File: config.mk
export PLATFORM = sky130hd
export DESIGN_NAME = dirty_bitmap_extent_coalescer_top
export DESIGN_NICKNAME = d
export VERILOG_FILES = /design/src/rtl/dbec_pkg.sv /design/src/rtl/dbec_front.sv /design/src/rtl/dbec_queue.sv /design/src/rtl/dbec_back.sv /design/src/rtl/dirty_bitmap_extent_coalescer_top.sv
export SDC_FILE = /design/constraint.sdc
export NUM_CORES = 2
export LEC_CHECK = 0
export BUFFER_PORTS_ARGS = -buffer_cell sky130_fd_sc_hd__buf_4
export CAP_MARGIN = 20
export CORE_MARGIN = 1.5
export CORE_UTILIZATION = 45
export CTS_CLUSTER_SIZE = 24
export DETAILED_ROUTE_END_ITERATION = 16
export PLACE_DENSITY_LB_ADDON = 0.12
export SLEW_MARGIN = 40
export SYNTH_ARGS = -nofsm -noshare
export SYNTH_HDL_FRONTEND = slang
export SYNTH_SLANG_ARGS = --single-unit
export TNS_END_PERCENT = 10
File: constraint.sdc
create_clock -name aclk -period 20.7 [get_ports aclk]
set_input_delay 1.035 -clock aclk [delete_from_list [all_inputs] [get_ports aclk]]
set_output_delay 1.035 -clock aclk [all_outputs]
set_load 0.1 [all_outputs]
File: src/rtl/dbec_pkg.sv
package dbec_pkg;

    // Default width of a block index.
    localparam int BLOCK_INDEX_BITS_DEF = 48;

    // Depth of the queue between the classifier and the extent formatter.
    localparam int QUEUE_DEPTH = 4;

    // Configuration port.
    localparam int CFG_INDEX_BITS = 2;
    localparam int CFG_DATA_BITS  = 16;

    localparam logic [CFG_INDEX_BITS-1:0] REG_MIN_RUN_BLOCKS = 2'd0;
    localparam logic [CFG_INDEX_BITS-1:0] REG_MAX_RUN_BLOCKS = 2'd1;
    localparam logic [CFG_INDEX_BITS-1:0] REG_BLOCK_SHIFT    = 2'd2;

    localparam logic [15:0] MIN_RUN_BLOCKS_RESET = 16'd256;
    localparam logic [15:0] MAX_RUN_BLOCKS_RESET = 16'd2048;
    localparam logic [4:0]  BLOCK_SHIFT_RESET    = 5'd12;

    localparam int OFFSET_BITS = 64;
    localparam int BYTES_BITS  = 32;

    // Control part of one pending result.
    typedef struct packed {
        logic present;
        logic ext_valid;
        logic list_end;
    } res_ctl_t;

endpackage

File: src/rtl/dbec_front.sv
module dbec_front #(
    parameter int IDX_BITS = 48
) (
    input  logic                   aclk,
    input  logic                   aresetn,
    input  logic                   accept,
    input  logic                   block_dirty,
    input  logic                   final_block,
    input  logic [15:0]            min_run_blocks,
    input  logic [15:0]            max_run_blocks,
    output dbec_pkg::res_ctl_t     ctl0,
    output logic [IDX_BITS-1:0]    start0,
    output logic [IDX_BITS:0]      count0,
    output dbec_pkg::res_ctl_t     ctl1,
    output logic [IDX_BITS-1:0]    start1,
    output logic [IDX_BITS:0]      count1
);
    import dbec_pkg::*;

    logic [IDX_BITS-1:0] pos_reg;
    logic                open_reg;
    logic [IDX_BITS-1:0] start_reg;
    // Distance from the run start to the last dirty block.
    logic [IDX_BITS-1:0] span_reg;
    // Distance from the run start to the block now arriving.
    logic [IDX_BITS-1:0] dist_reg;

    logic                open_next;
    logic [IDX_BITS-1:0] start_next;
    logic [IDX_BITS-1:0] span_next;
    logic [IDX_BITS-1:0] dist_next;
    logic                cut_run;
    logic                close_run;

    always_comb begin
        cut_run   = block_dirty && open_reg && (dist_reg == IDX_BITS'(max_run_blocks));
        close_run = !block_dirty && open_reg && (dist_reg >= IDX_BITS'(min_run_blocks));

        open_next  = open_reg;
        start_next = start_reg;
        span_next  = span_reg;
        dist_next  = dist_reg + IDX_BITS'(1);

        ctl0   = '0;
        start0 = start_reg;
        count0 = {1'b0, dist_reg};

        if (block_dirty) begin
            if (!open_reg || cut_run) begin
                open_next  = 1'b1;
                start_next = pos_reg;
                span_next  = '0;
                dist_next  = IDX_BITS'(1);
            end else begin
                span_next = dist_reg;
            end
            if (cut_run) begin
                ctl0.present   = 1'b1;
                ctl0.ext_valid = 1'b1;
            end
        end else if (close_run) begin
            ctl0.present   = 1'b1;
            ctl0.ext_valid = 1'b1;
            ctl0.list_end  = final_block;
            count0         = {1'b0, span_reg} + (IDX_BITS + 1)'(1);
            open_next      = 1'b0;
        end

        // The final block flushes what is still open, or leaves an end marker.
        ctl1   = '0;
        start1 = start_next;
        count1 = {1'b0, span_next} + (IDX_BITS + 1)'(1);
        if (final_block) begin
            if (open_next) begin
                ctl1.present   = 1'b1;
                ctl1.ext_valid = 1'b1;
                ctl1.list_end  = 1'b1;
            end else if (!ctl0.present) begin
                ctl1.present  = 1'b1;
                ctl1.list_end = 1'b1;
                start1        = '0;
                count1        = '0;
            end
        end
    end

    always_ff @(posedge aclk) begin
        if (!aresetn) begin
            pos_reg   <= '0;
            open_reg  <= 1'b0;
            start_reg <= '0;
            span_reg  <= '0;
            dist_reg  <= '0;
        end else if (accept) begin
            pos_reg   <= final_block ? '0 : pos_reg + IDX_BITS'(1);
            open_reg  <= final_block ? 1'b0 : open_next;
            start_reg <= start_next;
            span_reg  <= span_next;
            dist_reg  <= dist_next;
        end
    end

endmodule

File: src/rtl/dbec_queue.sv
module dbec_queue #(
    parameter int WIDTH = 8,
    parameter int DEPTH = 4
) (
    input  logic             aclk,
    input  logic             aresetn,
    input  logic             push,
    input  logic [WIDTH-1:0] push_data,
    input  logic             pop,
    output logic [WIDTH-1:0] head,
    output logic             empty,
    output logic             full
);
    localparam int PTR_BITS = (DEPTH > 1) ? $clog2(DEPTH) : 1;
    localparam int CNT_BITS = $clog2(DEPTH + 1);

    logic [WIDTH-1:0]    slots [DEPTH];
    logic [PTR_BITS-1:0] wr_ptr_reg;
    logic [PTR_BITS-1:0] rd_ptr_reg;
    logic [CNT_BITS-1:0] fill_reg;

    function automatic logic [PTR_BITS-1:0] ptr_inc(input logic [PTR_BITS-1:0] p);
        ptr_inc = (p == PTR_BITS'(DEPTH - 1)) ? '0 : p + PTR_BITS'(1);
    endfunction

    assign head  = slots[rd_ptr_reg];
    assign empty = (fill_reg == '0);
    assign full  = (fill_reg == CNT_BITS'(DEPTH));

    always_ff @(posedge aclk) begin
        if (push) begin
            slots[wr_ptr_reg] <= push_data;
        end
    end

    always_ff @(posedge aclk) begin
        if (!aresetn) begin
            wr_ptr_reg <= '0;
            rd_ptr_reg <= '0;
            fill_reg   <= '0;
        end else begin
            if (push) begin
                wr_ptr_reg <= ptr_inc(wr_ptr_reg);
            end
            if (pop) begin
                rd_ptr_reg <= ptr_inc(rd_ptr_reg);
            end
            if (push && !pop) begin
                fill_reg <= fill_reg + CNT_BITS'(1);
            end else if (pop && !push) begin
                fill_reg <= fill_reg - CNT_BITS'(1);
            end
        end
    end

endmodule

File: src/rtl/dbec_back.sv
module dbec_back #(
    parameter int IDX_BITS = 48
) (
    input  logic                           aclk,
    input  logic                           aresetn,
    input  logic                           q_empty,
    output logic                           q_pop,
    input  dbec_pkg::res_ctl_t             ctl0,
    input  logic [IDX_BITS-1:0]            start0,
    input  logic [IDX_BITS:0]              count0,
    input  dbec_pkg::res_ctl_t             ctl1,
    input  logic [IDX_BITS-1:0]            start1,
    input  logic [IDX_BITS:0]              count1,
    input  logic [4:0]                     block_shift,
    output logic                           m_valid,
    input  logic                           m_ready,
    output logic                           m_extent_valid,
    output logic [dbec_pkg::OFFSET_BITS-1:0] m_extent_offset,
    output logic [dbec_pkg::BYTES_BITS-1:0]  m_extent_bytes,
    output logic                           m_list_end
);
    import dbec_pkg::*;

    logic                    phase_reg;
    logic                    phase_next;
    logic                    valid_reg;
    logic                    ext_valid_reg;
    logic [OFFSET_BITS-1:0]  offset_reg;
    logic [BYTES_BITS-1:0]   bytes_reg;
    logic                    end_reg;

    logic                    load;
    logic                    use_slot0;
    res_ctl_t                sel_ctl;
    logic [IDX_BITS-1:0]     sel_start;
    logic [IDX_BITS:0]       sel_count;
    logic [5:0]              sat_shift;
    logic                    saturate;
    logic [OFFSET_BITS-1:0]  offset_calc;
    logic [OFFSET_BITS-1:0]  bytes_wide;
    logic [BYTES_BITS-1:0]   bytes_calc;

    always_comb begin
        load      = !q_empty && (!valid_reg || m_ready);
        use_slot0 = !phase_reg && ctl0.present;
        sel_ctl   = use_slot0 ? ctl0 : ctl1;
        sel_start = use_slot0 ? start0 : start1;
        sel_count = use_slot0 ? count0 : count1;

        // Retire the entry once its last pending result has been loaded.
        phase_next = phase_reg;
        q_pop      = 1'b0;
        if (load) begin
            if (use_slot0 && ctl1.present) begin
                phase_next = 1'b1;
            end else begin
                phase_next = 1'b0;
                q_pop      = 1'b1;
            end
        end

        sat_shift   = 6'd32 - {1'b0, block_shift};
        saturate    = ((sel_count >> sat_shift) != '0);
        offset_calc = OFFSET_BITS'(sel_start) << block_shift;
        bytes_wide  = OFFSET_BITS'(sel_count) << block_shift;
        bytes_calc  = saturate ? '1 : bytes_wide[BYTES_BITS-1:0];
    end

    always_ff @(posedge aclk) begin
        if (!aresetn) begin
            phase_reg <= 1'b0;
            valid_reg <= 1'b0;
        end else begin
            phase_reg <= phase_next;
            if (load) begin
                valid_reg <= 1'b1;
            end else if (m_ready) begin
                valid_reg <= 1'b0;
            end
        end
    end

    always_ff @(posedge aclk) begin
        if (load) begin
            ext_valid_reg <= sel_ctl.ext_valid;
            offset_reg    <= offset_calc;
            bytes_reg     <= bytes_calc;
            end_reg       <= sel_ctl.list_end;
        end
    end

    assign m_valid         = valid_reg;
    assign m_extent_valid  = ext_valid_reg;
    assign m_extent_offset = offset_reg;
    assign m_extent_bytes  = bytes_reg;
    assign m_list_end      = end_reg;

endmodule

File: src/rtl/dirty_bitmap_extent_coalescer_top.sv
// Dirty-bitmap extent coalescer. The block takes a disk's dirty bitmap one
// bit per transfer, in block order, and returns copy extents as a byte offset
// and a byte length, scaled by block_shift. A run opens at a dirty block and is
// cut into an extent of exactly max_run_blocks blocks when a dirty block
// arrives that far from the run start. A clean block closes the run once it
// lies at least min_run_blocks from the run start; the extent then ends at the
// last dirty block, so shorter clean gaps are merged into the run. The
// transfer flagged final_block flushes any open run and sets list_end on the
// last result; when nothing is left to flush and that bitmap bit produced no
// extent, an end marker with extent_valid low and zero offset and length is
// returned instead. Lengths that do not fit in 32 bits saturate to all ones.
// Timing: one bitmap bit is accepted every clock cycle while the four-entry
// queue between the classifier and the formatter has room. Results leave at
// one per cycle from a registered output while m_ready is high, so a bit that
// produces two results presents them one after the other; the queue absorbs
// these bursts and any back-pressure on the result channel. A result passes
// through the queue and then the registered output stage before m_valid
// rises. Configuration is written through a plain write port, with no wait
// state, and must only be changed while the block is idle.
module dirty_bitmap_extent_coalescer_top #(
    parameter int BLOCK_INDEX_BITS = dbec_pkg::BLOCK_INDEX_BITS_DEF
) (
    input  logic                               aclk,
    input  logic                               aresetn,
    input  logic                               cfg_wr_en,
    input  logic [dbec_pkg::CFG_INDEX_BITS-1:0] cfg_index,
    input  logic [dbec_pkg::CFG_DATA_BITS-1:0]  cfg_wdata,
    input  logic                               s_valid,
    output logic                               s_ready,
    input  logic                               s_block_dirty,
    input  logic                               s_final_block,
    output logic                               m_valid,
    input  logic                               m_ready,
    output logic                               m_extent_valid,
    output logic [dbec_pkg::OFFSET_BITS-1:0]   m_extent_offset,
    output logic [dbec_pkg::BYTES_BITS-1:0]    m_extent_bytes,
    output logic                               m_list_end
);
    import dbec_pkg::*;

    localparam int CTL_BITS  = $bits(res_ctl_t);
    localparam int SLOT_BITS = CTL_BITS + BLOCK_INDEX_BITS + BLOCK_INDEX_BITS + 1;
    localparam int ENTRY_BITS = 2 * SLOT_BITS;

    // Configuration registers.
    logic [15:0] min_run_reg;
    logic [15:0] max_run_reg;
    logic [4:0]  shift_reg;

    always_ff @(posedge aclk) begin
        if (!aresetn) begin
            min_run_reg <= MIN_RUN_BLOCKS_RESET;
            max_run_reg <= MAX_RUN_BLOCKS_RESET;
            shift_reg   <= BLOCK_SHIFT_RESET;
        end else if (cfg_wr_en) begin
            unique case (cfg_index)
                REG_MIN_RUN_BLOCKS: min_run_reg <= cfg_wdata;
                REG_MAX_RUN_BLOCKS: max_run_reg <= cfg_wdata;
                REG_BLOCK_SHIFT:    shift_reg   <= cfg_wdata[4:0];
                default: begin
                end
            endcase
        end
    end

    // Front end: run tracking and classification of each bitmap bit.
    res_ctl_t                    f_ctl0;
    res_ctl_t                    f_ctl1;
    logic [BLOCK_INDEX_BITS-1:0] f_start0;
    logic [BLOCK_INDEX_BITS-1:0] f_start1;
    logic [BLOCK_INDEX_BITS:0]   f_count0;
    logic [BLOCK_INDEX_BITS:0]   f_count1;
    logic                        s_accept;
    logic                        q_push;
    logic                        q_pop;
    logic                        q_empty;
    logic                        q_full;
    logic [ENTRY_BITS-1:0]       q_in;
    logic [ENTRY_BITS-1:0]       q_head;

    assign s_ready  = !q_full;
    assign s_accept = s_valid && s_ready;

    dbec_front #(
        .IDX_BITS(BLOCK_INDEX_BITS)
    ) u_front (
        .aclk           (aclk),
        .aresetn        (aresetn),
        .accept         (s_accept),
        .block_dirty    (s_block_dirty),
        .final_block    (s_final_block),
        .min_run_blocks (min_run_reg),
        .max_run_blocks (max_run_reg),
        .ctl0           (f_ctl0),
        .start0         (f_start0),
        .count0         (f_count0),
        .ctl1           (f_ctl1),
        .start1         (f_start1),
        .count1         (f_count1)
    );

    // Only bits that produce at least one result take a queue entry.
    assign q_push = s_accept && (f_ctl0.present || f_ctl1.present);
    assign q_in   = {f_ctl1, f_start1, f_count1, f_ctl0, f_start0, f_count0};

    dbec_queue #(
        .WIDTH(ENTRY_BITS),
        .DEPTH(QUEUE_DEPTH)
    ) u_queue (
        .aclk      (aclk),
        .aresetn   (aresetn),
        .push      (q_push),
        .push_data (q_in),
        .pop       (q_pop),
        .head      (q_head),
        .empty     (q_empty),
        .full      (q_full)
    );

    // Back end: scaling to bytes and the registered result stage.
    res_ctl_t                    b_ctl0;
    res_ctl_t                    b_ctl1;
    logic [BLOCK_INDEX_BITS-1:0] b_start0;
    logic [BLOCK_INDEX_BITS-1:0] b_start1;
    logic [BLOCK_INDEX_BITS:0]   b_count0;
    logic [BLOCK_INDEX_BITS:0]   b_count1;

    assign {b_ctl1, b_start1, b_count1, b_ctl0, b_start0, b_count0} = q_head;

    dbec_back #(
        .IDX_BITS(BLOCK_INDEX_BITS)
    ) u_back (
        .aclk            (aclk),
        .aresetn         (aresetn),
        .q_empty         (q_empty),
        .q_pop           (q_pop),
        .ctl0            (b_ctl0),
        .start0          (b_start0),
        .count0          (b_count0),
        .ctl1            (b_ctl1),
        .start1          (b_start1),
        .count1          (b_count1),
        .block_shift     (shift_reg),
        .m_valid         (m_valid),
        .m_ready         (m_ready),
        .m_extent_valid  (m_extent_valid),
        .m_extent_offset (m_extent_offset),
        .m_extent_bytes  (m_extent_bytes),
        .m_list_end      (m_list_end)
    );

endmodule
=== Word level (Yosys, flattened, before mapping) ===
Memories as Yosys holds them, arrays and structs flattened. A register that Yosys moved wholly into a read port is not among the register bits.
Index checks and enable logic that the tools add are counted.

* $add $sub $neg: 9
* Mux-type cells: 43
* $lt $le $gt $ge: 1
* Equal/unequal tests: 6
* Reduce and logical (&&, ||, !) cells: 30
* Shift operators: 3

{| class="wikitable"
|+ Operator list
! cell !! count
|-
| 2-to-1 mux 48 bit || 11
|-
| 2-to-1 mux 49 bit || 6
|-
| adder 48 x 1 -> 49 bit (second input constant) || 2
|-
| adder 48 x 1 -> 48 bit (second input constant) || 2
|-
| << shifter 48 x 5 -> 64 bit || 1
|-
| nonzero test 49 bit || 1
|-
| << shifter 49 x 5 -> 32 bit || 1
|-
| right shift 49 x 6 -> 49 bit || 1
|-
| equality test 48 x 16 -> 1 bit || 1
|-
| >= comparator 48 x 16 -> 1 bit || 1
|-
| 2-to-1 mux 1 bit || 15
|-
| 2-to-1 mux 2 bit || 7
|-
| 2-to-1 mux 3 bit || 4
|-
| logical AND 1 bit || 11
|-
| logical NOT 1 bit || 8
|-
| equality test 2 bit (second input constant) || 3
|-
| AND reduction 2 bit || 3
|-
| subtractor 6 x 5 -> 6 bit (first input constant) || 1
|-
| adder 2 x 1 -> 2 bit (second input constant) || 2
|-
| nonzero test 2 bit || 2
|-
| adder 3 x 1 -> 3 bit (second input constant) || 1
|-
| equality test 3 bit (second input constant) || 1
|-
| logical NOT 3 bit || 1
|-
| logical OR 1 bit || 3
|-
| 3 further kinds || 3
|}

* Bits in writable memories: 800
* Input port bits: 25
* Register bits: 337
* Word-level logic and storage cells: 110
* Memories: 1
* Output and inout port bits: 100

{| class="wikitable"
|+ Memory list
! name !! words !! bits a word !! rd ports !! clocked after memory_dff !! wr ports !! RTL line !! text
|-
| u_queue.slots || 4 || 200 || 1 || 1 || 1 || dbec_queue.sv:17 || <nowiki>logic [WIDTH-1:0] slots [DEPTH];</nowiki>
|}

=== Logic depth before layout (Yosys ltp) ===
* Word-level depth: 14
* Gate-level depth with buffers: 21
* Mapped depth without buffers: 16

=== By module ===
From an unflattened synthesis, not the netlist that was laid out.

* Cell total of the unflattened synthesis: 4,075
* Area, all modules: 54,422.2 um2

{| class="wikitable"
|+ By module, submodules not included
! module !! seq. area each (um2) !! area an instance (um2) !! times used !! cells an instance
|-
| dbec_queue || 24,203.2 || 29,340.6 || 1 || 1,088
|-
| dbec_front || 3,863.7 || 12,746.0 || 1 || 1,750
|-
| dbec_back || 2,982.9 || 10,841.6 || 1 || 1,087
|-
| dirty_bitmap_extent_coalescer_top || 740.7 || 1,493.9 || 1 || 150
|}

=== Worst setup path before layout ===
No wires, ideal clock.

* Path type: in2reg
* Start point: input port s_block_dirty
* End point: memory u_queue.slots[0][0] in the netlist's numbering (enable)
* Library setup time: 0.583 ns
* Buffers on the path: 1
* Stages: 8
* Setup slack: 12.814 ns
* Data arrival time: 7.303 ns
* Data required time: 20.117 ns
* Path through: clkbuf_1 -> nand2_1 -> nor2_1 -> nor4bb_1 -> nand2_1 -> o211a_1 -> a21oi_1 -> and2_1

* Word-level cells in the longest chain between the ends: 12
* Elaborated cells on any way between the ends: 19
* Classes of those cells: mux (11); reduce/logical (8)

{| class="wikitable"
|+ RTL lines
! what !! RTL line !! text
|-
| from (decl) || dirty_bitmap_extent_coalescer_top.sv:30 || <nowiki>input logic s_block_dirty,</nowiki>
|-
| logical NOT 1 bit || dbec_front.sv:37 || <nowiki>close_run = !block_dirty && open_reg && (dist_reg >= IDX_BITS'(min_run_blocks));</nowiki>
|-
| logical AND 1 bit (2 in series) || dbec_front.sv:37 ||
|-
| 2-to-1 mux 3 bit || dbec_front.sv:61 || <nowiki>end else if (close_run) begin</nowiki>
|-
| 2-to-1 mux 2 bit || dbec_front.sv:48 || <nowiki>if (block_dirty) begin</nowiki>
|-
| 2-to-1 mux 1 bit || dbec_front.sv:78 || <nowiki>end else if (!ctl0.present) begin</nowiki>
|-
| 2-to-1 mux 1 bit || dbec_front.sv:74 || <nowiki>if (open_next) begin</nowiki>
|-
| 2-to-1 mux 3 bit || dbec_front.sv:73 || <nowiki>if (final_block) begin</nowiki>
|-
| logical OR 1 bit (*) || dirty_bitmap_extent_coalescer_top.sv:103 || <nowiki>assign q_push = s_accept && (f_ctl0.present || f_ctl1.present);</nowiki>
|-
| logical AND 1 bit (*) || dirty_bitmap_extent_coalescer_top.sv:103 ||
|-
| named net q_push || dirty_bitmap_extent_coalescer_top.sv:74 || <nowiki>logic q_push;</nowiki>
|-
| 2-to-1 mux 1 bit (*) || dbec_queue.sv:31 || <nowiki>if (push) begin</nowiki>
|-
| 2-to-1 mux 1 bit (implied by the code) (*) || dbec_queue.sv:32 || <nowiki>slots[wr_ptr_reg] <= push_data;</nowiki>
|-
| to (decl) || dbec_queue.sv:17 ||
|}

Mark *: on every way through the listed nets, which the timed path passes. The rest lies on a longest branch.

==> reports/results.txt <==
DR pass1 iterations = 6
Worst-Skew Late Latency = 0.73 ns
HP Class = reg -> reg
area grow syn2layout = 12.2%
initial core utilization = 45.5%
GRT overflow = 0
Post-DRT Antenna Nets = 0
fmax = 172 MHz
post-synth top area share = 50.4%
Placed Cells = 5394
Synth Register Bits = 1131
Worst R2R Path Depth = 12
Sink Count = 1131
maximum ir drop on the vdd rail = 0.146 mV
Slew headroom = 36.4%
vias = 33060
status = complete, no violations
H-Tree Depth = 3
vias in the first global route = 32466
Synth Flop Type = edfxtp_1
initial antenna violation count = 0
top cells by area, synth = edfxtp_1 50%, mux4_2 9.9%, dfxtp_1 9.1%
Max Slew Vio Count = 0
FILL cells = 9841
syn_nets = 4012
Multi-input gate area = 20300 um2
element type at the critical path start = flop
share of cells above drive strength 1 = 16.7%
Total Nets Final = 4046
clock skew = 0.0552 ns
Finished Cell Area = 59500 um2
Min Hold Slack = 0.466 ns
Final Hold Vio Count = 0
number of buffers added on ports = 124
die footprint = 120000 um2
pin count of the biggest net entering global routing = 130
row count = 125
CTS clk-pin slew, worst paths = 0.06 ns
GR Util met2 = 34.5%
endpoints failing setup = 0
Worst EP required = 21.16 ns
EDFF count, synth = 890
Die Wd = 346 um
Logic pwr share = 33.1%
routed wire length = 140000 um
WP data arrival = 6.28 ns
Leak Pwr = 20.8 nW
hpwl dp = 92200 um
Die H = 346 um
CTS tree = yes
internal cell power = 0.00456 W
Synth Cell Area = 53000 um2
Avg Inst Size Synth = 13.4 um2
Clock power frac = 29.1%
Commonest cells post-synth = 890 x edfxtp_1, 435 x nand2_1, 387 x mux2i_1
Crit. End Element = flop
ys async rst share = 0%
Post-CTS Setup Bufs = 0
yosys warns = 0
max_cap viols = 0
Vias/cell = 5.88
global placer's final weighted congestion = 0.823
Seq pwr share = 37.8%
GR peak layer = met2
Final Critical Period = 5.82 ns
Worst R2R End = u_back.m_extent_bytes[23]$_SDFFCE_PP1P_
Clock Path Buffers = 3
unique cell type count in the Yosys netlist = 91
Post-CTS Hold Buffers = 0
Placed Area = 55500 um2
# DRC = 0
total CTS buffers = 117
RSZ-0062 raised after global routing = no
M1 GR Usage = 34.4%
worst hold endpoint = min_run_reg[4]$_SDFFE_PN0P_
Period Utilization, post-route = 28.1%
GRT Overall Usage = 23.1%
Layout Cells excl Fill = 5622
setup_tns = 0 ns
io pins = 125
DR WL/cell = 24.9 um
sw frac = 35.8%
area leader, netlist = edfxtp_1
Final Power = 0.00711 W
top-count cell post-synth = edfxtp_1
reg-to-reg setup timing slack = 14.88 ns
Core Region = 117000 um2
Power per Cell Area = 120 nW/um2
worst hold start = min_run_reg[4]$_SDFFE_PN0P_
Max FO, Critical Path = 61
P_sw = 0.00255 W
measured slew at the worst slew-check pin = 0.944 ns
Largest register FFs = 792
CP Class = reg -> reg
grt met3 use = 4.83%
hold depth = 2
register area share after synthesis = 59.5%
Largest Register = u_queue.slots
FF+latch area = 31600 um2
PostCTS Resize Cnt = 0
synthesized instance count = 3959
initial DRC count = 3039
CTS Root Buffer Type = clkbuf_16
first-pass GRT wire length = 210000 um
## power by group through the flow
stage                     combinational, W  clock, W  sequential, W
after global routing               0.00249   0.00219        0.00271
after floorplan                    0.00121         0        0.00324
after global placement             0.00232         0        0.00275
after CTS                          0.00236   0.00211        0.00269
final                              0.00235   0.00207        0.00269
after detailed placement           0.00235         0        0.00274
## worst max-delay path, stage by stage, from the launching register on
cell	delay [ns]
dfxtp_4	0.60
buf_12	0.28
mux4_2	0.45
and2_4	0.42
buf_6	0.61
mux4_2	0.63
mux2i_1	0.19
or4b_1	0.47
a2111oi_2	0.66
o21ai_0	0.15
a2bb2oi_1	0.32
o211ai_4	0.33
a221o_1	0.36
## layout make-up
class	instances	share of cell area, %
repair buffers	187	2.68
flip-flops and latches	1131	53.1
inverters	65	0.417
multi-input cells	2491	34.2
well taps	1524	3.21
diodes	2	0.00842
clock inverters	56	0.850
clock buffers	166	5.55
## routing by layer
metal,up-vias,part of all wire (%)
met5,-,0
met4,0,1.9
met3,164,7.4
met2,1103,44
met1,16709,47
li1,15084,-
## cell families (layout without fill, tap and decap cells)
group                      count (synthesis)  after routing  share of synthesized area [%]
other                                      0              2                              0
DFF                                     1131           1131                           59.5
buffers and inverters                    337            474                           2.54
adders and majority gates                 28             28                          0.675
AOI/OAI and AO/OA                        568            568                           7.32
muxes                                    644            644                           17.7
and+or+nand+nor                         1077           1077                           9.37
xor gates and xnor gates                 174            174                           2.87
## per-stage QoR
| stage | setup WS [ns] | utilization, % |
|---|---|---|
| 2_1_floorplan | 12.81 | - |
| 3_3_place_gp | 13.52 | 47.5 |
| 3_5_place_dp | 14.07 | 47.7 |
| 4_1_cts | 14.64 | 50.9 |
| 5_1_grt | 14.47 | 51.0 |
| 6_report | 14.88 | 51.0 |
## how the worst max path moves through the flow
stage / start / end / slack, ns / cells after the start
after floorplan: s_block_dirty / u_queue.slots[0][0]$_DFFE_PP_ / 12.81 / 8
after global placement: s_block_dirty / u_queue.slots[2][13]$_DFFE_PP_ / 13.52 / 10
after detailed placement: s_block_dirty / u_queue.slots[1][40]$_DFFE_PP_ / 14.07 / 10
after CTS: u_front.dist_reg[11]$_SDFFE_PN0P_ / u_queue.slots[1][13]$_DFFE_PP_ / 14.64 / 9
after global routing: u_front.dist_reg[11]$_SDFFE_PN0P_ / u_queue.slots[2][11]$_DFFE_PP_ / 14.47 / 9
final: flop / u_back.m_extent_bytes[23]$_SDFFCE_PP1P_ / 14.88 / 12
## layout by cell type, fill, tap and decap left out, types with 24 or more instances in the layout
cell type and instances:
edfxtp_1 890, nand2_1 432, mux2i_1 373, nor2_1 248, dfxtp_1 235, mux4_2 233, buf_4 163, a21oi_1 128
clkbuf_16 117, xor2_1 95, a21boi_0 86, xnor2_1 79, nor2b_1 71, o21ai_0 69, nand3_1 68, a22oi_1 63
inv_1 58, nor3_1 39, and3_1 33, nand4_1 31, clkbuf_1 30, ha_1 27, o22ai_1 26, and2_1 25
or3_1 25, a211oi_1 24, nor4_1 24
Power figures use the tool's default switching activity.
